`src/rtl/core/cmf4_pkg.sv`:
```
// Shared types, constants and field positions for the cmap format 4 glyph mapper.
`default_nettype none

package cmf4_pkg;

  localparam int MAX_SEGMENTS      = 256;
  localparam int GLYPH_ARRAY_DEPTH = 1024;

  localparam int SEG_AW  = $clog2(MAX_SEGMENTS);
  localparam int GA_AW   = $clog2(GLYPH_ARRAY_DEPTH);
  localparam int NSEG_W  = SEG_AW + 1;
  // Word index into the glyph array, signed, wide enough for
  // segment + offset/2 + (code - start) minus the segment count.
  localparam int IDX_W   = $clog2(MAX_SEGMENTS + 32768 + 65536) + 1;

  localparam int CODE_W  = 16;
  localparam int INDEX_W = 10;
  localparam int OP_W    = 2;
  localparam int CFG_W   = 9;

  localparam logic [CODE_W-1:0] SENTINEL_CODE = 16'hFFFF;

  // Request kinds carried on the input tuser.
  localparam logic [OP_W-1:0] OP_LOAD_SEG   = 2'd0;
  localparam logic [OP_W-1:0] OP_LOAD_GLYPH = 2'd1;
  localparam logic [OP_W-1:0] OP_MAP        = 2'd2;

  // Input tdata layout, lowest bits first.
  localparam int IN_INDEX_LSB = 0;
  localparam int IN_END_LSB   = IN_INDEX_LSB + INDEX_W;
  localparam int IN_START_LSB = IN_END_LSB + CODE_W;
  localparam int IN_DELTA_LSB = IN_START_LSB + CODE_W;
  localparam int IN_RO_LSB    = IN_DELTA_LSB + CODE_W;
  localparam int IN_GW_LSB    = IN_RO_LSB + CODE_W;
  localparam int IN_CHAR_LSB  = IN_GW_LSB + CODE_W;
  localparam int IN_BITS      = IN_CHAR_LSB + CODE_W;
  localparam int IN_TDATA_W   = ((IN_BITS + 7) / 8) * 8;

  // Output tdata layout, lowest bits first.
  localparam int OUT_BITS     = CODE_W + 2;
  localparam int OUT_TDATA_W  = ((OUT_BITS + 7) / 8) * 8;

  typedef struct packed {
    logic [CODE_W-1:0] range_offset;
    logic [CODE_W-1:0] id_delta;
    logic [CODE_W-1:0] start_code;
    logic [CODE_W-1:0] end_code;
  } seg_entry_t;

  typedef struct packed {
    logic wr_seg;
    logic wr_glyph;
    logic start;
    logic seg_rd;
    logic next_k;
    logic calc;
    logic glyph_rd;
    logic set_miss;
    logic set_delta;
    logic set_oob;
    logic set_glyph;
    logic out_load;
  } ctrl_cmd_t;

  typedef struct packed {
    logic nseg_zero;
    logic sentinel;
    logic end_ge;
    logic start_gt;
    logic ro_zero;
    logic last;
    logic oob;
    logic out_free;
  } dp_status_t;

endpackage

`default_nettype wire

```
`src/rtl/core/cmf4_ctrl.sv`:
```
// Controller: sequences loads, the linear segment scan and the glyph array lookup.
`default_nettype none

module cmf4_ctrl (
  input  wire logic                     clk,
  input  wire logic                     rst,
  input  wire logic                     in_valid,
  input  wire logic [cmf4_pkg::OP_W-1:0] in_op,
  output logic                          in_ready,
  input  wire cmf4_pkg::dp_status_t     status,
  output cmf4_pkg::ctrl_cmd_t           cmd
);
  import cmf4_pkg::*;

  typedef enum logic [2:0] {
    S_IDLE,
    S_READ,
    S_TEST,
    S_CALC,
    S_ARRAY,
    S_GLYPH,
    S_DONE
  } state_t;

  state_t state;
  state_t state_next;
  logic   accept;

  assign in_ready = (state == S_IDLE);
  assign accept   = in_valid && in_ready;

  always_comb begin
    cmd        = '0;
    state_next = state;
    case (state)
      S_IDLE: begin
        cmd.wr_seg   = accept && (in_op == OP_LOAD_SEG);
        cmd.wr_glyph = accept && (in_op == OP_LOAD_GLYPH);
        if (accept && (in_op == OP_MAP)) begin
          cmd.start  = 1'b1;
          state_next = S_READ;
        end
      end
      S_READ: begin
        if (status.nseg_zero) begin
          cmd.set_miss = 1'b1;
          state_next   = S_DONE;
        end else begin
          cmd.seg_rd = 1'b1;
          state_next = S_TEST;
        end
      end
      S_TEST: begin
        if (status.sentinel) begin
          cmd.set_miss = 1'b1;
          state_next   = S_DONE;
        end else if (status.end_ge) begin
          if (status.start_gt) begin
            cmd.set_miss = 1'b1;
            state_next   = S_DONE;
          end else if (status.ro_zero) begin
            cmd.set_delta = 1'b1;
            state_next    = S_DONE;
          end else begin
            cmd.calc   = 1'b1;
            state_next = S_ARRAY;
          end
        end else if (status.last) begin
          cmd.set_miss = 1'b1;
          state_next   = S_DONE;
        end else begin
          cmd.next_k = 1'b1;
          state_next = S_READ;
        end
      end
      S_CALC: begin
        state_next = S_ARRAY;
      end
      S_ARRAY: begin
        if (status.oob) begin
          cmd.set_oob = 1'b1;
          state_next  = S_DONE;
        end else begin
          cmd.glyph_rd = 1'b1;
          state_next   = S_GLYPH;
        end
      end
      S_GLYPH: begin
        cmd.set_glyph = 1'b1;
        state_next    = S_DONE;
      end
      S_DONE: begin
        // Hold the result until the output register can take it.
        if (status.out_free) begin
          cmd.out_load = 1'b1;
          state_next   = S_IDLE;
        end
      end
      default: begin
        state_next = S_IDLE;
      end
    endcase
  end

  always_ff @(posedge clk) begin
    if (rst) begin
      state <= S_IDLE;
    end else begin
      state <= state_next;
    end
  end

endmodule

`default_nettype wire

```
`config.mk`:
```
export PLATFORM = sky130hd
export DESIGN_NAME = cmf4_ctrl
export DESIGN_NICKNAME = d
export VERILOG_FILES = /design/src/rtl/core/cmf4_pkg.sv /design/src/rtl/core/cmf4_ctrl.sv
export SDC_FILE = /design/constraint.sdc
export NUM_CORES = 1
export LEC_CHECK = 0
export BUFFER_PORTS_ARGS = -buffer_cell sky130_fd_sc_hd__buf_2
export CORE_AREA = 2 2 39 41
export CTS_CLUSTER_DIAMETER = 100
export DETAILED_ROUTE_END_ITERATION = 10
export DIE_AREA = 0 0 41 43
export GPL_TIMING_DRIVEN = 0
export SLEW_MARGIN = 20
export SYNTH_ARGS = -nofsm -noshare
export SYNTH_HDL_FRONTEND = slang
export SYNTH_SLANG_ARGS = --single-unit
```
`constraint.sdc`:
```
create_clock -name clk -period 1.3 [get_ports clk]
set_input_delay 0.26 -clock clk [delete_from_list [all_inputs] [get_ports clk]]
set_output_delay 0.26 -clock clk [all_outputs]
set_load 0.005 [all_outputs]
```
==> impl_metrics.csv <==
group,metric,value,unit
status,status,"finished, violations left",
status,failed_checks,"negative setup slack",
clocking,clock-root-buffer,"clkbuf_4",
timing,hold-worst-slack,0.300,ns
floorplan,die-area,1760,sq um
worst_setup_path,timing.rr.start,"state[1]",
floorplan,dieWidth,41,microns
worst_setup_path,cp_slowest_stage_delay,0.35,ns
place,dp_slack,-0.146,ns
worst_setup_path,startpoint,"state[1]",
global_routing,antenna_found_initial,0,
layout,syn_to_final_growth,98.9,%
worst_setup_path,critPathBufInv,2,
global_routing,grt_pass1_wl,1540,microns
clocking,cts_sinks,3,
timing,tightest_slew,0.307,ns
detailed_routing,final_antenna_net_count,0,
detailed_routing,highest_layer,"met3",
worst_setup_path,path_max_fanout,6,
timing,slew_headroom,79.5,%
detailed_routing,wl_met2,610,microns
worst_setup_path,cp_cell_sequence,"buf_6 > or3_4 > nor4b_2 > buf_2",
place,dp_cells,83,
floorplan,core_area,1380,sq um
worst_setup_path,worst-r2r-cell-count,7,
layout,final_area,687,sq um
layout,largest_register_ffs,3,
logic_synthesis,synth_area,345,sq um
min_path,holdPathStages,3,
layout,n_antenna_cell,0,
pwr,power_leakage,0.318,nW
clocking,cts_hold_buf,0,
floorplan,rows,14,
layout,layout-drive-gt1-share,74.1,%
logic_synthesis,syn-instance-count,42,
layout,seq_area,68.8,sq um
detailed_routing,drc,0,
logic_synthesis,yosys_warnings,0,
detailed_routing,wl_met1,391,microns
timing,hold_viol_final,0,
timing,finalSetupViolations,14,
layout,final_cells,97,
worst_setup_path,worstSetupEndpointType,"output pin",
timing,min_period,1.64,ns
timing,setup_tns,-2.42,ns
clocking,cts_buffers,3,
detailed_routing,wirelength,1080,microns
place,dp.final_hpwl,705,microns
clocking,clkTransAtPathRegs,0.04,ns
worst_setup_path,crit_end,"cmd[11]",
layout,utilization,49.6,%
worst_setup_path,start_kind,"flop",
global_routing,grtUsageTotal,12.5,%
timing,fin_crit_sh,126,%
worst_setup_path,r2r_end,"state[0]",
logic_synthesis,synth_seq_cells,3,
global_routing,grt_overflow_total,0,
timing,clock.fmax,608,MHz
layout,top_register,"state",
place,port_buffers,25,
pwr,totalPowerFinal,1.43,mW
worst_setup_path,cp_data_required_time,1.04,ns
detailed_routing,initialDrtViolationCount,8,
pwr,power.density,2080,nW/um^2
timing,fin_ws,-0.343,ns
min_path,worstHoldPathType,"in2reg",
logic_synthesis,ys_seq_area_share,17.4,%
place,place_congestion,0.648,
flow_run,drv_cap,0,
clocking,clock_latency,0.23,ns
logic_synthesis,syn_nets,55,
pwr,ir_drop,853,uV
detailed_routing,wl_per_cell,11.2,microns
clocking,cts_htree_levels,1,
worst_setup_path,worstPathArrival,1.38,ns
layout,multi_input_area,318,sq um
clocking,cts_buffer_depth,2,
logic_synthesis,synth_cell_type_count,28,
global_routing,grt_max_degree,11,
worst_setup_path,cp_top_family,"simple AND/OR/NAND/NOR gates",
worst_setup_path,critical_path_class,"reg2out",
detailed_routing,drt_first_pass_iters,3,
detailed_routing,viasPerCell,4.81,
worst_setup_path,slowest_stage,"or3_4",
floorplan,die_h,43,microns
layout,fill_cells,143,
layout,nets,95,
timing,finalMaxSlewViolations,0,
logic_synthesis,syn_area_per_cell,8.22,sq um
worst_setup_path,r2r_setup_slack,-0.03,ns
timing,fin_worst_skew,0.000808,ns
clocking,cts_tree,"yes",
timing,rsz0062_at_grt,"yes",
detailed_routing,wl_met3,82,microns
layout,reg_top3,"state (3)",
detailed_routing,routed-via-count,467,
worst_setup_path,path_depth,4,
place,placedInstanceArea,490,sq um
floorplan,initial_utilization,25.0,%
floorplan,io_pins,26,
global_routing,grt_pass1_vias,418,
## how the worst min path moves through the flow
stage,start,to
2_1_floorplan,rst,state[0]
3_3_place_gp,rst,state[0]
3_5_place_dp,rst,state[0]
4_1_cts,rst,state[0]
5_1_grt,rst,state[0]
6_report,rst,state[0]
## worst reg2reg max path, stage by stage (launching register included)
cell     delay [ns]
dfxtp_2        0.31
buf_6          0.12
or3_4          0.35
inv_4          0.06
buf_4          0.10
buf_4          0.10
o21ai_1        0.05
o311a_1        0.10
## metal layers
layer	vias up	track usage, %
met2	17	21.3
met1	209	13.1
li1	241	-
met3	0	5.24
met4	0	4.00
met5	-	0
## final cells by class
cell class / instances / share of cell area (%)
Buffer: 1 / 1.64
Clock buffer: 4 / 3.83
Inverter: 2 / 2.19
Multi-Input combinational cell: 35 / 46.3
Sequential cell: 3 / 10.0
Tap cell: 16 / 2.91
Timing Repair Buffer: 36 / 33.2
## power by group
group	internal [mW]	switching [mW]	leakage, nW
clock	0.115	0.0478	0.0150
sequential	0.162	0.0614	0.0264
combinational	0.581	0.459	0.276
total	0.857	0.569	0.318
## synthesized netlist by cell type
cell	n	area (sq um)
nor3_1	3	15.0
inv_2	2	7.51
a21oi_1	1	5.00
nor3b_4	1	18.8
o2bb2ai_1	1	8.76
nor4b_4	1	23.8
o21bai_1	1	7.51
nor4b_2	1	15.0
o21ai_1	1	5.00
nor2_1	4	15.0
a31oi_1	3	18.8
o311a_1	1	10.0
and3b_2	1	10.0
or3_1	1	6.26
nor4_2	1	12.5
dfxtp_1	3	60.1
o21ai_0	1	5.00
or3_4	1	11.3
nand3_1	1	5.00
nand2b_1	1	6.26
nand2_1	5	18.8
nor4b_1	1	8.76
or4b_1	1	10.0
buf_2	1	5.00
nor3b_1	1	7.51
buf_6	1	11.3
and4b_1	1	10.0
and3_2	1	7.51
## logic make-up (layout without fill, tap and decap cells)
| group | count (synthesis) | in the layout | share of synthesized area [%] |
|---|---|---|---|
| simple gates | 26 | 26 | 58.3 |
| compound gates | 9 | 9 | 17.4 |
| buf+inv | 4 | 43 | 6.88 |
| flops | 3 | 3 | 17.4 |
## timing repair
item	in CTS	in global routing
pin swaps	3	4
setup endpoints to repair	13	14
gates resized for setup	7	19
setup buffers	6	6
## cell usage in the layout, fill, tap and decap left out, drive strengths merged
| cell type | netlist | routed |
|---|---|---|
| nand3 | 1 | 1 |
| buf | 2 | 37 |
| nor2 | 4 | 4 |
| and3 | 1 | 1 |
| nor3b | 2 | 2 |
| clkbuf | 0 | 4 |
| o21ai | 2 | 2 |
| and3b | 1 | 1 |
| or3 | 2 | 2 |
| nor4b | 3 | 3 |
| and4b | 1 | 1 |
| dfxtp | 3 | 3 |
| a31oi | 3 | 3 |
| or4b | 1 | 1 |
| nor3 | 3 | 3 |
| o2bb2ai | 1 | 1 |
| o21bai | 1 | 1 |
| o311a | 1 | 1 |
| inv | 2 | 2 |
| nand2b | 1 | 1 |
| a21oi | 1 | 1 |
| nor4 | 1 | 1 |
| nand2 | 5 | 5 |
Power figures use the tool's default switching activity.
